==> config.mk <==
export PLATFORM = sky130hd
export DESIGN_NAME = base64_stream_codec
export DESIGN_NICKNAME = d
export VERILOG_FILES = /design/src/sv/b64sc_pkg.sv /design/src/sv/base64_stream_codec.sv /design/src/sv/b64sc_front.sv /design/src/sv/b64sc_queue.sv /design/src/sv/b64sc_back.sv
export VERILOG_INCLUDE_DIRS = /design/src /design/src/sv
export SDC_FILE = /design/constraint.sdc
export NUM_CORES = 1
export LEC_CHECK = 0
export BUFFER_PORTS_ARGS = -buffer_cell sky130_fd_sc_hd__buf_2
export CAP_MARGIN = 20
export CORE_MARGIN = 2
export CORE_UTILIZATION = 50
export CTS_CLUSTER_DIAMETER = 100
export DETAILED_ROUTE_END_ITERATION = 16
export PLACE_DENSITY = 0.73
export REMOVE_ABC_BUFFERS = 1
export SLEW_MARGIN = 20
export SYNTH_ARGS = -nofsm -noshare
export SYNTH_HDL_FRONTEND = slang
export SYNTH_SLANG_ARGS = --single-unit
export TNS_END_PERCENT = 5
==> constraint.sdc <==
create_clock -name clk_i -period 4.05 [get_ports clk_i]
set_input_delay 0.81 -clock clk_i [delete_from_list [all_inputs] [get_ports clk_i]]
set_output_delay 0.81 -clock clk_i [all_outputs]
set_load 0.01 [all_outputs]
==> src/sv/base64_stream_codec_assert.svh <==
// ----------------------------------------------------------------------------
// base64_stream_codec assertion macros
// Shared assertion forms for the codec modules. Each expects clk_i in scope,
// and B64SC_ASSERT also expects rst_ni.
// ----------------------------------------------------------------------------
`ifndef BASE64_STREAM_CODEC_ASSERT_SVH
`define BASE64_STREAM_CODEC_ASSERT_SVH

// Checked only outside reset.
`define B64SC_ASSERT(lbl, prop, msg) \
  lbl: assert property (@(posedge clk_i) disable iff (!rst_ni) prop) else $error(msg);

// Checked at every edge, reset included.
`define B64SC_ASSERT_ALWAYS(lbl, prop, msg) \
  lbl: assert property (@(posedge clk_i) prop) else $error(msg);

`endif

==> src/sv/b64sc_pkg.sv <==
// ----------------------------------------------------------------------------
// b64sc_pkg
// Types, constants and character mapping functions shared by the codec.
// ----------------------------------------------------------------------------
`default_nettype none

package b64sc_pkg;

  localparam logic [7:0] PadChar = 8'h3D;

  // Register indexes of the configuration port.
  localparam logic RegDecodeMode = 1'b0;

  // Position in the four-symbol group, one-hot.
  typedef enum logic [3:0] {
    PH0 = 4'b0001,
    PH1 = 4'b0010,
    PH2 = 4'b0100,
    PH3 = 4'b1000
  } phase_e;

  // One queue entry: all result bytes caused by one input item.
  typedef struct packed {
    logic [1:0]      cnt;
    logic [2:0][7:0] data;
  } job_t;

  // Configuration write seen by the front end.
  typedef struct packed {
    logic we;
    logic decode_mode;
  } cfg_t;

  typedef struct packed {
    logic       ok;
    logic [5:0] val;
  } sym_t;

  function automatic logic [7:0] enc_char(input logic [5:0] v);
    logic [7:0] r;
    if (v < 6'd26) begin
      r = 8'h41 + {2'b00, v};
    end else if (v < 6'd52) begin
      r = 8'h61 + {2'b00, v} - 8'd26;
    end else if (v < 6'd62) begin
      r = 8'h30 + {2'b00, v} - 8'd52;
    end else if (v == 6'd62) begin
      r = 8'h2B;
    end else begin
      r = 8'h2F;
    end
    return r;
  endfunction

  function automatic sym_t sym_value(input logic [7:0] c);
    sym_t s;
    s = '0;
    if (c >= 8'h41 && c <= 8'h5A) begin
      s.ok  = 1'b1;
      s.val = 6'(c - 8'h41);
    end else if (c >= 8'h61 && c <= 8'h7A) begin
      s.ok  = 1'b1;
      s.val = 6'(c - 8'h61 + 8'd26);
    end else if (c >= 8'h30 && c <= 8'h39) begin
      s.ok  = 1'b1;
      s.val = 6'(c - 8'h30 + 8'd52);
    end else if (c == 8'h2B) begin
      s.ok  = 1'b1;
      s.val = 6'd62;
    end else if (c == 8'h2F) begin
      s.ok  = 1'b1;
      s.val = 6'd63;
    end
    return s;
  endfunction

endpackage

`default_nettype wire

==> src/sv/base64_stream_codec.sv <==
// ----------------------------------------------------------------------------
// base64_stream_codec
// Streaming base64 encoder and decoder with the mode chosen by a register.
// ----------------------------------------------------------------------------
// Usage: the input channel (in_valid_i, in_stall_o, data_byte_i,
// end_of_stream_i) carries one byte or an end-of-stream marker per transfer.
// The output channel (out_valid_o, out_stall_i, out_byte_o, last_of_run_o)
// carries one result byte per transfer; last_of_run_o marks the final byte
// caused by an input item. Items that cause no result produce no transfer.
// The APB register at address 0 selects the mode (bit 0: 0 encode, 1 decode);
// writing it also restarts the group; the user must write it only while idle, as the block does not enforce this.
// The first result of an item passes through the job queue and then the output
// register before it is valid. The single output register moves one byte per
// cycle while out_stall_i is low, so an item holds the output for as many
// transfers as it has results; encoding gives one or two bytes per input byte
// and a padded flush gives two or three.
// Reset clears the mode to encode, the group phase, the queue and the output.
// When the receiver stalls, the current byte holds; the front keeps taking
// items until the job queue (QueueDepth entries) fills, then stalls.
// ----------------------------------------------------------------------------
`default_nettype none

module base64_stream_codec #(
  parameter int QueueDepth = 2
) (
  input  wire logic        clk_i,
  input  wire logic        rst_ni,
  // Configuration port.
  input  wire logic        psel,
  input  wire logic        penable,
  input  wire logic        pwrite,
  input  wire logic [2:0]  paddr,
  input  wire logic [31:0] pwdata,
  output logic [31:0]      prdata,
  output logic             pready,
  // Input channel.
  input  wire logic        in_valid_i,
  output logic             in_stall_o,
  input  wire logic [7:0]  data_byte_i,
  input  wire logic        end_of_stream_i,
  // Output channel.
  output logic             out_valid_o,
  input  wire logic        out_stall_i,
  output logic [7:0]       out_byte_o,
  output logic             last_of_run_o
);
  import b64sc_pkg::*;

  cfg_t cfg;
  logic decode_mode;
  logic push, pop, q_full, q_valid;
  job_t push_job, pop_job;

  // Writes complete in the access phase; the index comes from the word address.
  assign pready          = 1'b1;
  assign cfg.we          = psel && penable && pwrite && (paddr[2] == RegDecodeMode);
  assign cfg.decode_mode = pwdata[0];
  assign prdata          = (paddr[2] == RegDecodeMode) ? {31'b0, decode_mode} : '0;

  // Front end: takes each item, updates the group phase and carry bits, and
  // hands all the item's result bytes to the queue as a single job.
  b64sc_front u_front (
    .clk_i           (clk_i),
    .rst_ni          (rst_ni),
    .cfg_i           (cfg),
    .in_valid_i      (in_valid_i),
    .in_stall_o      (in_stall_o),
    .data_byte_i     (data_byte_i),
    .end_of_stream_i (end_of_stream_i),
    .q_full_i        (q_full),
    .push_o          (push),
    .job_o           (push_job),
    .decode_mode_o   (decode_mode)
  );

  // The queue decouples the two sides so either may stall on its own.
  b64sc_queue #(
    .Depth (QueueDepth)
  ) u_queue (
    .clk_i      (clk_i),
    .rst_ni     (rst_ni),
    .push_i     (push),
    .push_job_i (push_job),
    .pop_i      (pop),
    .pop_job_o  (pop_job),
    .full_o     (q_full),
    .valid_o    (q_valid)
  );

  // Back end: plays out one byte per transfer and loads the next job as the
  // last byte of the current one leaves.
  b64sc_back u_back (
    .clk_i         (clk_i),
    .rst_ni        (rst_ni),
    .q_valid_i     (q_valid),
    .q_job_i       (pop_job),
    .pop_o         (pop),
    .out_valid_o   (out_valid_o),
    .out_stall_i   (out_stall_i),
    .out_byte_o    (out_byte_o),
    .last_of_run_o (last_of_run_o)
  );

endmodule

`default_nettype wire

==> src/sv/b64sc_front.sv <==
// ----------------------------------------------------------------------------
// b64sc_front
// Accepts input items, advances the group phase and builds the result job.
// ----------------------------------------------------------------------------
`default_nettype none

module b64sc_front (
  input  wire logic          clk_i,
  input  wire logic          rst_ni,
  input  wire b64sc_pkg::cfg_t cfg_i,
  input  wire logic          in_valid_i,
  output logic               in_stall_o,
  input  wire logic [7:0]    data_byte_i,
  input  wire logic          end_of_stream_i,
  input  wire logic          q_full_i,
  output logic               push_o,
  output b64sc_pkg::job_t    job_o,
  output logic               decode_mode_o
);
  import b64sc_pkg::*;

  phase_e     phase_q, phase_d;
  logic [7:0] carry_q, carry_d;
  logic       mode_q, mode_d;
  logic       accept;
  sym_t       sym;
  job_t       job;

  assign in_stall_o = q_full_i;
  assign accept     = in_valid_i && !q_full_i;
  assign sym        = sym_value(data_byte_i);

  always_comb begin
    phase_d = phase_q;
    carry_d = carry_q;
    mode_d  = mode_q;
    job     = '0;
    if (cfg_i.we) begin
      mode_d  = cfg_i.decode_mode;
      phase_d = PH0;
      carry_d = '0;
    end else if (accept) begin
      if (!mode_q) begin
        if (end_of_stream_i) begin
          // Flush leftover bits, then one or two pads.
          if (phase_q == PH1 || phase_q == PH2) begin
            job.data[0] = enc_char(carry_q[5:0]);
            job.data[1] = PadChar;
            job.data[2] = PadChar;
            job.cnt     = (phase_q == PH1) ? 2'd3 : 2'd2;
          end
          phase_d = PH0;
          carry_d = '0;
        end else begin
          unique case (phase_q)
            PH1: begin
              job.data[0] = enc_char({carry_q[5:4], data_byte_i[7:4]});
              job.cnt     = 2'd1;
              carry_d     = {2'b00, data_byte_i[3:0], 2'b00};
              phase_d     = PH2;
            end
            PH2: begin
              job.data[0] = enc_char({carry_q[5:2], data_byte_i[7:6]});
              job.data[1] = enc_char(data_byte_i[5:0]);
              job.cnt     = 2'd2;
              carry_d     = '0;
              phase_d     = PH0;
            end
            default: begin
              job.data[0] = enc_char(data_byte_i[7:2]);
              job.cnt     = 2'd1;
              carry_d     = {2'b00, data_byte_i[1:0], 4'b0000};
              phase_d     = PH1;
            end
          endcase
        end
      end else if (end_of_stream_i) begin
        phase_d = PH0;
        carry_d = '0;
      end else if (sym.ok) begin
        unique case (phase_q)
          PH1: begin
            job.data[0] = carry_q | {6'b0, sym.val[5:4]};
            job.cnt     = 2'd1;
            carry_d     = {sym.val[3:0], 4'b0000};
            phase_d     = PH2;
          end
          PH2: begin
            job.data[0] = carry_q | {4'b0, sym.val[5:2]};
            job.cnt     = 2'd1;
            carry_d     = {sym.val[1:0], 6'b0};
            phase_d     = PH3;
          end
          PH3: begin
            job.data[0] = carry_q | {2'b0, sym.val};
            job.cnt     = 2'd1;
            carry_d     = '0;
            phase_d     = PH0;
          end
          default: begin
            carry_d = {sym.val, 2'b00};
            phase_d = PH1;
          end
        endcase
      end
    end
  end

  assign push_o        = accept && (job.cnt != 2'd0);
  assign job_o         = job;
  assign decode_mode_o = mode_q;

  always_ff @(posedge clk_i or negedge rst_ni) begin
    if (!rst_ni) begin
      phase_q <= PH0;
      carry_q <= '0;
      mode_q  <= 1'b0;
    end else begin
      phase_q <= phase_d;
      carry_q <= carry_d;
      mode_q  <= mode_d;
    end
  end

endmodule

`default_nettype wire

==> src/sv/b64sc_queue.sv <==
// ----------------------------------------------------------------------------
// b64sc_queue
// Small job queue between the front end and the output serializer.
// ----------------------------------------------------------------------------
`default_nettype none
`include "base64_stream_codec_assert.svh"

module b64sc_queue #(
  parameter int Depth = 2
) (
  input  wire logic            clk_i,
  input  wire logic            rst_ni,
  input  wire logic            push_i,
  input  wire b64sc_pkg::job_t push_job_i,
  input  wire logic            pop_i,
  output b64sc_pkg::job_t      pop_job_o,
  output logic                 full_o,
  output logic                 valid_o
);
  import b64sc_pkg::*;

  localparam int PtrW = $clog2(Depth);
  localparam int CntW = $clog2(Depth + 1);

  job_t            mem_q [Depth];
  logic [PtrW-1:0] wr_q, wr_d, rd_q, rd_d;
  logic [CntW-1:0] cnt_q, cnt_d;

  assign full_o    = (cnt_q == CntW'(Depth));
  assign valid_o   = (cnt_q != '0);
  assign pop_job_o = mem_q[rd_q];

  always_comb begin
    wr_d  = wr_q;
    rd_d  = rd_q;
    cnt_d = cnt_q;
    if (push_i) begin
      wr_d = (wr_q == PtrW'(Depth - 1)) ? '0 : wr_q + 1'b1;
    end
    if (pop_i) begin
      rd_d = (rd_q == PtrW'(Depth - 1)) ? '0 : rd_q + 1'b1;
    end
    if (push_i && !pop_i) begin
      cnt_d = cnt_q + 1'b1;
    end else if (pop_i && !push_i) begin
      cnt_d = cnt_q - 1'b1;
    end
  end

  always_ff @(posedge clk_i) begin
    if (push_i) begin
      mem_q[wr_q] <= push_job_i;
    end
  end

  always_ff @(posedge clk_i or negedge rst_ni) begin
    if (!rst_ni) begin
      wr_q  <= '0;
      rd_q  <= '0;
      cnt_q <= '0;
    end else begin
      wr_q  <= wr_d;
      rd_q  <= rd_d;
      cnt_q <= cnt_d;
    end
  end

  `B64SC_ASSERT(a_cnt_bound, cnt_q <= CntW'(Depth), "queue occupancy above depth")
  `B64SC_ASSERT(a_no_pop_empty, pop_i |-> (cnt_q != '0), "pop from empty queue")
  `B64SC_ASSERT(a_push_grows, (push_i && !pop_i) |=> (cnt_q == $past(cnt_q) + 1'b1), "push lost")

endmodule

`default_nettype wire

==> src/sv/b64sc_back.sv <==
// ----------------------------------------------------------------------------
// b64sc_back
// Serializes queued jobs onto the output channel, one byte per transfer.
// ----------------------------------------------------------------------------
`default_nettype none
`include "base64_stream_codec_assert.svh"

module b64sc_back (
  input  wire logic            clk_i,
  input  wire logic            rst_ni,
  input  wire logic            q_valid_i,
  input  wire b64sc_pkg::job_t q_job_i,
  output logic                 pop_o,
  output logic                 out_valid_o,
  input  wire logic            out_stall_i,
  output logic [7:0]           out_byte_o,
  output logic                 last_of_run_o
);
  import b64sc_pkg::*;

  logic       busy_q, busy_d;
  job_t       job_q, job_d;
  logic [1:0] idx_q, idx_d;
  logic       last;
  logic       fire;

  assign last = (idx_q == job_q.cnt - 2'd1);
  assign fire = busy_q && !out_stall_i;
  assign pop_o = q_valid_i && (!busy_q || (fire && last));

  always_comb begin
    busy_d = busy_q;
    job_d  = job_q;
    idx_d  = idx_q;
    if (pop_o) begin
      busy_d = 1'b1;
      job_d  = q_job_i;
      idx_d  = '0;
    end else if (fire) begin
      if (last) begin
        busy_d = 1'b0;
      end else begin
        idx_d = idx_q + 2'd1;
      end
    end
  end

  always_ff @(posedge clk_i) begin
    job_q <= job_d;
  end

  always_ff @(posedge clk_i or negedge rst_ni) begin
    if (!rst_ni) begin
      busy_q <= 1'b0;
      idx_q  <= '0;
    end else begin
      busy_q <= busy_d;
      idx_q  <= idx_d;
    end
  end

  assign out_valid_o   = busy_q;
  assign out_byte_o    = job_q.data[idx_q];
  assign last_of_run_o = last;

  `B64SC_ASSERT(a_idx_in_job, busy_q |-> ((job_q.cnt != 2'd0) && (idx_q < job_q.cnt)), "byte index outside job")
  `B64SC_ASSERT(a_idle_after_last, (fire && last && !q_valid_i) |=> !busy_q, "serializer stuck after last byte")

endmodule

`default_nettype wire
# After elaboration in Yosys (flattened, before gate mapping)
# Memory sizes are Yosys's and may differ from the RTL's. A register that Yosys moved wholly into a read port is not among the register bits.
# Cells that the tools add are included.
[word_totals]
reg_bits = 20
output_inout_bits = 44
in_bits = 51
word_cells = 190
memories = 1
mem_bits_rw = 52
[op_classes]
n_bitwise = 4
magnitude_cmp = 22
eq_ne = 14
n_reduce_logical = 30
n_mux = 75
add_sub_neg = 36
[memory_table]
columns = ["memory", "words", "width", "rd", "rd_ports_with_merged_regs", "write_ports", "line_no", "text"]
rows = [
  ["u_queue.mem_q", 2, 26, 1, 1, 1, "b64sc_queue.sv:25", "job_t mem_q [Depth];"],
]
[ops]
columns = ["cell", "count"]
rows = [
  ["two-way mux 8 bit", 27],
  ["adder 7 x 6 -> 8 bit (first input constant)", 10],
  ["two-way mux 26 bit", 3],
  ["< comparator 6 bit (second input constant)", 10],
  ["case mux 8 bit (3 select lines)", 2],
  ["subtractor 8 x 5 -> 8 bit (second input constant)", 5],
  ["subtractor 8 x 6 -> 8 bit (second input constant)", 5],
  ["adder 6 x 6 -> 7 bit (first input constant)", 5],
  ["two-way mux 7 bit", 5],
  ["two-way mux 16 bit", 2],
  ["equality test 6 bit (second input constant)", 5],
  ["< comparator 6 x 5 -> 1 bit (second input constant)", 5],
  ["two-way mux 4 bit", 6],
  ["two-way mux 2 bit", 10],
  ["binary-select mux 8 bit (select 2 bit)", 1],
  ["equality test 8 x 6 -> 1 bit (second input constant)", 2],
  [">= comparator 8 x 7 -> 1 bit (second input constant)", 2],
  ["less-or-equal comparator 8 x 7 -> 1 bit (second input constant)", 2],
  ["case mux 8 bit (2 select lines)", 1],
  ["two-way mux 3 bit", 5],
  ["logical AND 1 bit", 13],
  ["case mux 4 bit (3 select lines)", 1],
  ["case mux 6 bit (2 select lines)", 1],
  ["nonzero test 2 bit", 6],
  ["other kinds (27)", 47],
]

# Depth between registers and ports, before layout
# Gate-level depths: netlist of the first run.
[depth]
depth_word = 19
ltp_mapped = 16

# Modules after synthesis
# Synthesis of the first run repeated with hierarchy kept, for this count alone.
[unflattened]
hier_cells = 722
area_unflattened_um2 = 7073.0
[by_module_without_submodules]
columns = ["module", "n_inst", "area_each_um2", "cells_each"]
rows = [
  ["b64sc_front", 1, 3378.2, 499],
  ["b64sc_queue", 1, 2165.8, 97],
  ["b64sc_back", 1, 1262.5, 90],
  ["base64_stream_codec", 1, 266.5, 36],
]

# Worst setup path before layout of the first run
# Ideal clock, no wire load.
[synth_timing]
kind = "input to register"
startpoint = "in data_byte_i[5]"
endpoint = "mem u_queue.mem_q[1][0] (netlist name), enable pin"
stages = 12
slack_ns = -0.450
t_arrival_ns = 4.106
path_cell_list = "buf_6 -> clkbuf_1 -> clkinv_1 -> ha_1 -> or3_1 -> o311a_4 -> or3_4 -> buf_6 -> and3_4 -> nor3_1 -> o21bai_1 -> nor2_1"
[synth_via]
elab_chain_len = 15
word_cells_on_any_way = 25
[synth_rtl]
columns = ["item", "line_no", "text"]
rows = [
  ["start, declared", "base64_stream_codec.sv:39", "input wire logic [7:0] data_byte_i,"],
  ["branches (longest 5 deep; another with >= comparator 8 x 6 -> 1 bit)", "--", ""],
  ["two-way mux 7 bit *", "b64sc_pkg.sv:58", "if (c >= 8'h41 && c <= 8'h5A) begin"],
  ["two-way mux 2 bit *", "b64sc_front.sv:80", "end else if (sym.ok) begin"],
  ["two-way mux 2 bit *", "b64sc_front.sv:77", "end else if (end_of_stream_i) begin"],
  ["two-way mux 2 bit *", "b64sc_front.sv:43", "if (!mode_q) begin"],
  ["two-way mux 26 bit *", "b64sc_front.sv:42", "end else if (accept) begin"],
  ["two-way mux 26 bit *", "b64sc_front.sv:38", "if (cfg_i.we) begin"],
  ["nonzero test 2 bit *", "b64sc_front.sv:109", "assign push_o = accept && (job.cnt != 2'd0);"],
  ["logical AND 1 bit *", "b64sc_front.sv:109", ""],
  ["two-way mux 1 bit *", "b64sc_queue.sv:51", "if (push_i) begin"],
  ["two-way mux 1 bit (implied by the code) *", "b64sc_queue.sv:52", "mem_q[wr_q] <= push_job_i;"],
  ["end, declared", "b64sc_queue.sv:25", ""],
]
# Every way passes the cells marked *.

==> flow_metrics.py, run 1 <==
metrics = {
    "status": {
        "status": "complete, no violations",
    },
    "critical_path": {
        "end_kind": "flop",
        "worstPathArrival_ns": 3.55,
        "crit_path_max_fanout": 4,
        "critPathKind": "input port to flop",
        "start_kind": "input port",
        "crit_path_top_delay_cell": "or4_1",
        "max_stage_delay_ns": 0.57,
        "cp.required_ns": 4.13,
        "cp_common_cell": "a211oi_1",
        "path_cells": "buf_2 -> inv_1 -> ha_1 -> a21o_4 -> o311a_4 -> or4_1 -> a31o_2 -> a32oi_2 -> a211oi_1 -> a211oi_1",
    },
    "clocking": {
        "htree_levels": 3,
        "clk_latency_ns": 0.32,
        "clock_path_buffers": 2,
        "cts_resized": 0,
        "cts_setup_buffers": 0,
        "cts_buffers": 9,
        "hold_buffers": 0,
        "cts_tree": "done",
        "root_buffer": "clkbuf_16",
        "clock_sinks": 75,
        "clk_pin_slew_ns": 0.06,
    },
    "power_and_ir_drop": {
        "combPwrFrac": 0.426,
        "p_int_w": 0.00207,
        "p_sw_frac": 0.389,
        "p_per_area_nw_per_um2": 490,
        "p_clk_frac": 0.210,
        "p_sw_w": 0.00132,
        "ir_drop_mv": 0.211,
        "p_seq_frac": 0.364,
        "leakage_nw": 2.64,
    },
    "global_routing": {
        "grt_pass1_vias": 5419,
        "overflow": 0,
        "grt_usage": 0.265,
        "grt_max_degree": 24,
        "grt_pass1_wl_microns": 28200,
        "antenna_found_initial": 0,
    },
    "route": {
        "wl_met3_microns": 1370,
        "drt-initial-drc-count": 590,
        "viasPerCell": 6.36,
        "wl_met2_microns": 8300,
        "wl_per_cell_microns": 19.2,
        "drt-met1-wl_microns": 7260,
        "ant_nets": 0,
        "drc": 0,
        "routed_wirelength_microns": 17500,
        "num_vias": 5799,
        "top_layer": "met4",
        "firstDrtPassIters": 5,
    },
    "placed_design": {
        "dp_hpwl_microns": 13000,
        "dp_cells": 896,
        "finalWeightedCongestion": 1.00,
        "portBuffers": 29,
        "post_dp_cell_area_sq_um": 6660,
        "dp_slack_ns": 0.277,
    },
    "layout": {
        "nNetsFinal": 819,
        "area_growth_pct": 10.3,
        "drive_above_1_share": 0.175,
        "fillerInstances": 1085,
        "fin_area_sq_um": 6930,
        "fin_cells": 912,
        "diodes": 0,
        "fin_util": 0.570,
    },
    "sta": {
        "fin_crit_sh": 0.856,
        "post-route-min-period_ns": 3.47,
        "setup_viol": 0,
        "worst_slew_pin_slew_ns": 0.808,
        "drv_slew": 0,
        "grt_setup_unrepaired": "false",
        "hold_viol": 0,
        "max_freq_mhz": 288,
        "worst_slack_ns": 0.581,
        "max_slew_margin": 0.462,
        "skew_ns": 0.00618,
        "hold_ws_ns": 0.421,
    },
    "yosys": {
        "ys.flop_type": "edfxtp_1",
        "syn-cell-area_sq_um": 6290,
        "ys_types": 82,
        "synth-edff-count": 57,
        "syn_avg_cell_area_sq_um": 8.97,
        "synthCells": 701,
        "yosysWarnings": 0,
        "synth_seq_area_share": 0.344,
        "synth_seq_cells": 75,
        "async_reset_ff_frac": 0.240,
    },
    "floorplanning": {
        "die_area_sq_um": 13500,
        "core_sq_um": 12200,
        "start_util": 0.517,
        "boundaryPins": 95,
        "rows": 40,
        "die_h_microns": 116,
        "die_x_microns": 116,
    },
    "hold_path": {
        "hold_class": "input port to async pin",
    },
    "run": {
        "cap_violations": 0,
    },
}
[final cells by class]
cell class                 count  area, sq um  share of cell area
timing repair buffer          74          483              0.0696
tap                          168          210              0.0303
clock buffer                  13          260              0.0375
sequential                    75         2160               0.312
multi-input combinational    551         3700               0.533
inverter                      28          105              0.0152
clock inverter                 3         15.0             0.00217
[sequential cells by signal, indices dropped and copies added, names as in the netlist]
name                   flops
u_back.out_valid_o         1
u_queue.wr_q               1
u_queue.cnt_q              2
u_queue.rd_q               1
u_back.job_q              19
u_front.phase_q            4
u_front.decode_mode_o      1
u_back.idx_q               2
u_front.carry_q            6
u_queue.mem_q             38
[power groups by stage]
stage	logic [W]	registers, W	clock network [W]
floorplan	0.000961	0.00120	0
global placement	0.00138	0.00124	0
detailed placement	0.00141	0.00125	0
CTS	0.00142	0.00124	0.000722
global route	0.00158	0.00126	0.000762
finish	0.00145	0.00124	0.000713
[path summary, 6_finish.rpt]
path / startpoint / endpoint / slack (ns) / cells past startpoint
max reg2reg: u_front.carry_q[2] / u_queue.mem_q[0][5] / 0.80 / 9
max in group asynchronous: rst_ni / u_front.phase_q[0] / 3.30 / 1
max: data_byte_i[2] / u_queue.mem_q[1][3] / 0.58 / 10
min in group clk_i: u_front.carry_q[7] / u_front.carry_q[7] / 0.50 / 2
min: rst_ni / u_back.idx_q[1] / 0.42 / 1
min reg2reg: u_front.carry_q[7] / u_front.carry_q[7] / 0.50 / 2
[cells by family (layout without fill, tap and decap cells)]
logic type	Yosys count	in the layout	share of synthesized area
buffers and inverters	105	118	0.0878
adder cells (fa/ha/maj)	29	29	0.0577
other	2	32	0.00119
AO/OA/AOI/OAI	227	227	0.254
flip-flops	75	75	0.344
AND/OR/NAND/NOR	202	202	0.160
XOR/XNOR	33	33	0.0460
multiplexers	28	28	0.0490
[placed cells by master (no fill, tap or decap), types with 10 or more instances in the layout]
cell type and n:
buf_2 29, mux2_2 22, o211ai_1 10, o21ai_0 42
conb_1 32, a21oi_1 48, a221oi_1 11, dfrtp_1 17
ha_1 29, inv_1 24, buf_4 45, a211oi_1 15
a31oi_1 14, nor2_1 44, nand3_1 25, edfxtp_1 57
nor3_1 21, nand2_1 55, xnor2_1 24, nand2b_1 10
[worst max-delay path, delay by kind of cell]
| family | cells | cell delay [ns] |
|---|---|---|
| AOI/OAI and AO/OA | 6 | 1.71 |
| buffers and inverters | 2 | 0.20 |
| and+or+nand+nor | 1 | 0.57 |
| adders and majority gates | 1 | 0.24 |
[per-layer routing]
layer,vias up,GRT usage
met1,2779,0.356
met2,315,0.430
met3,49,0.0457
li1,2656,-
met4,0,0.102
met5,-,0
[through the flow]
step / setup TNS (ns) / power, W
CTS: 0 / 0.00338
global placement: 0 / 0.00261
detailed placement: 0 / 0.00266
finish: 0 / 0.00340
global route: 0 / 0.00360
floorplan: -5.85 / 0.00216
[synth_stat cells (all sizes together) (5+ instances only)]
library cell   n  share of area
nand2         55          0.033
o21ai         42          0.033
o211ai        10          0.012
or3            8         0.0088
buf           46          0.053
mux2          22          0.039
o21bai         7         0.0084
nand2b        10          0.010
a221oi        11          0.015
a32oi          8          0.012
o31ai          8         0.0096
inv           25          0.015
clkbuf        31          0.019
nor3          22          0.018
a311oi         5         0.0070
edfxtp        57           0.27
nand3         25          0.020
nor2b          6         0.0060
nand4          6         0.0060
a21o           8          0.011
mux2i          6         0.0096
a31oi         14          0.014
a211oi        16          0.020
ha            29          0.058
xnor2         24          0.033
a21oi         48          0.038
nor2          45          0.027
xor2           9          0.013
dfrtp         17          0.068
Power figures use the tool's default switching activity.
==> inputs of run 2 (changes only) <==
==> constraint.sdc (replaced) <==
create_clock -name clk_i -period 3.4 [get_ports clk_i]
set_input_delay 0.68 -clock clk_i [delete_from_list [all_inputs] [get_ports clk_i]]
set_output_delay 0.68 -clock clk_i [all_outputs]
set_load 0.01 [all_outputs]
==> flow_metrics.py, run 2 (synthesis results as in run 1) <==
metrics = {
    "floorplanning": {
        "rows": 40,
        "boundaryPins": 95,
        "die_x_microns": 116,
        "core_sq_um": 12200,
        "start_util": 0.517,
        "die_area_sq_um": 13500,
        "die_h_microns": 116,
    },
    "layout": {
        "final_cell_mix": "buf_4, edfxtp_1, nand2_1, a21oi_1, nor2_1",
        "fin_util": 0.600,
        "largest_registers": "u_queue.mem_q (38), u_back.job_q (19), u_front.carry_q (6)",
        "nNetsFinal": 859,
        "area_growth_pct": 16.1,
        "diodes": 0,
        "drive_above_1_share": 0.219,
        "fin_area_sq_um": 7300,
        "final_common_cell": "buf_4",
        "top_register": "u_queue.mem_q",
        "largest_reg_flops": 38,
    },
    "global_routing": {
        "overflow": 0,
        "antenna_found_initial": 0,
        "grt_usage": 0.265,
        "grt_max_degree": 24,
        "grt_pass1_vias": 5446,
        "grt_pass1_wl_microns": 27700,
    },
    "sta": {
        "skew_ns": 0.00911,
        "drv_slew": 0,
        "worst_slack_ns": 0.159,
        "grt_setup_unrepaired": "false",
        "worst_slew_pin_slew_ns": 0.809,
        "setup_viol": 0,
        "max_slew_margin": 0.461,
        "hold_viol": 0,
        "post-route-min-period_ns": 3.24,
        "fin_crit_sh": 0.953,
        "tns_ns": 0,
        "max_freq_mhz": 309,
    },
    "critical_path": {
        "end_kind": "flop",
        "max_stage_delay_ns": 0.49,
        "critPathKind": "input port to flop",
        "worstPathArrival_ns": 3.44,
        "path_cells": "buf_2 -> inv_1 -> ha_1 -> nand2b_1 -> a32o_1 -> a31oi_1 -> o21bai_1 -> a211oi_1 -> buf_4 -> nand2_1 -> a211oi_1 -> buf_4",
        "cp.required_ns": 3.60,
        "crit_path_max_fanout": 5,
        "start_kind": "input port",
        "crit_path_top_delay_cell": "a31oi_1",
        "crit_family": "compound AO/OA/AOI/OAI gates",
        "critPathBufInv": 4,
    },
    "clocking": {
        "clk_pin_slew_ns": 0.06,
        "root_buffer": "clkbuf_16",
        "cts_buffers": 9,
        "htree_levels": 3,
        "cts_tree": "done",
        "hold_buffers": 0,
        "clk_latency_ns": 0.33,
        "clock_path_buffers": 2,
        "clock_sinks": 75,
    },
    "route": {
        "wl_per_cell_microns": 18.8,
        "num_vias": 5890,
        "viasPerCell": 6.19,
        "wl_met3_microns": 1090,
        "drt-initial-drc-count": 686,
        "firstDrtPassIters": 6,
        "routed_wirelength_microns": 17900,
        "drc": 0,
        "ant_nets": 0,
        "top_layer": "met4",
        "wl_met2_microns": 8820,
        "drt-met1-wl_microns": 7550,
    },
    "hold_path": {
        "hold_class": "input port to async pin",
    },
    "placed_design": {
        "portBuffers": 29,
        "post_dp_cell_area_sq_um": 6980,
        "finalWeightedCongestion": 0.963,
        "dp_slack_ns": -0.279,
        "dp_hpwl_microns": 13500,
    },
    "run": {
        "cap_violations": 0,
    },
    "status": {
        "status": "complete, no violations",
    },
    "power_and_ir_drop": {
        "total_power_w": 0.00422,
        "p_per_area_nw_per_um2": 578,
        "leakage_nw": 2.85,
        "ir_drop_mv": 0.276,
    },
}
==> run 2: changes by cell type in the layout (fill, tap and decap cells not counted), sizes merged <==
| cell | previous run | this run |
|---|---|---|
| bufinv | 0 | 1 |
| clkbuf | 13 | 11 |
| buf | 74 | 114 |
| clkinvlp | 0 | 1 |
==> run 2: routing by layer <==
layer / vias to the layer above / track usage
met1: 2823 / 0.348
li1: 2744 / -
met3: 46 / 0.0343
met4: 0 / 0.0913
met2: 277 / 0.453
met5: - / 0
==> run 2: through the flow <==
step	cells	hold slack [ns]
5_1_grt	952	0.310
4_1_cts	952	0.296
3_3_place_gp	936	0.457
6_report	952	0.282
2_1_floorplan	654	0.384
3_5_place_dp	936	0.471
==> run 2: path summary, 6_finish.rpt <==
check / endpoint / slack, ns / startpoint / depth (start not counted)
min in group clk_i: u_front.carry_q[7] / 0.48 / u_front.carry_q[7] / 2
min: u_front.phase_q[1] / 0.28 / rst_ni / 1
min reg2reg: u_front.carry_q[7] / 0.48 / u_front.carry_q[7] / 2
max in group asynchronous: u_front.phase_q[0] / 2.79 / rst_ni / 1
max reg2reg: u_queue.mem_q[0][5] / 0.18 / u_front.carry_q[2] / 9
max: u_queue.mem_q[1][0] / 0.16 / data_byte_i[2] / 12
==> run 2: power breakdown <==
| part | switching, W | internal [W] |
|---|---|---|
| clock network | 0.000336 | 0.000602 |
| registers | 0.000222 | 0.00125 |
| logic | 0.00105 | 0.000757 |
==> run 2: area by class of cell <==
cell class,count,area [sq um]
sequential,75,2160
inverter,28,105
fill,1074,4860
tap,168,210
clock inverter,5,51.3
clock buffer,11,253
timing repair buffer,114,808
multi-input combinational,551,3710
==> run 2: timing repair <==
action,4_1_cts,5_1_grt
gates resized for setup,0,2
endpoints found under the setup margin,0,4
buffers inserted,0,0
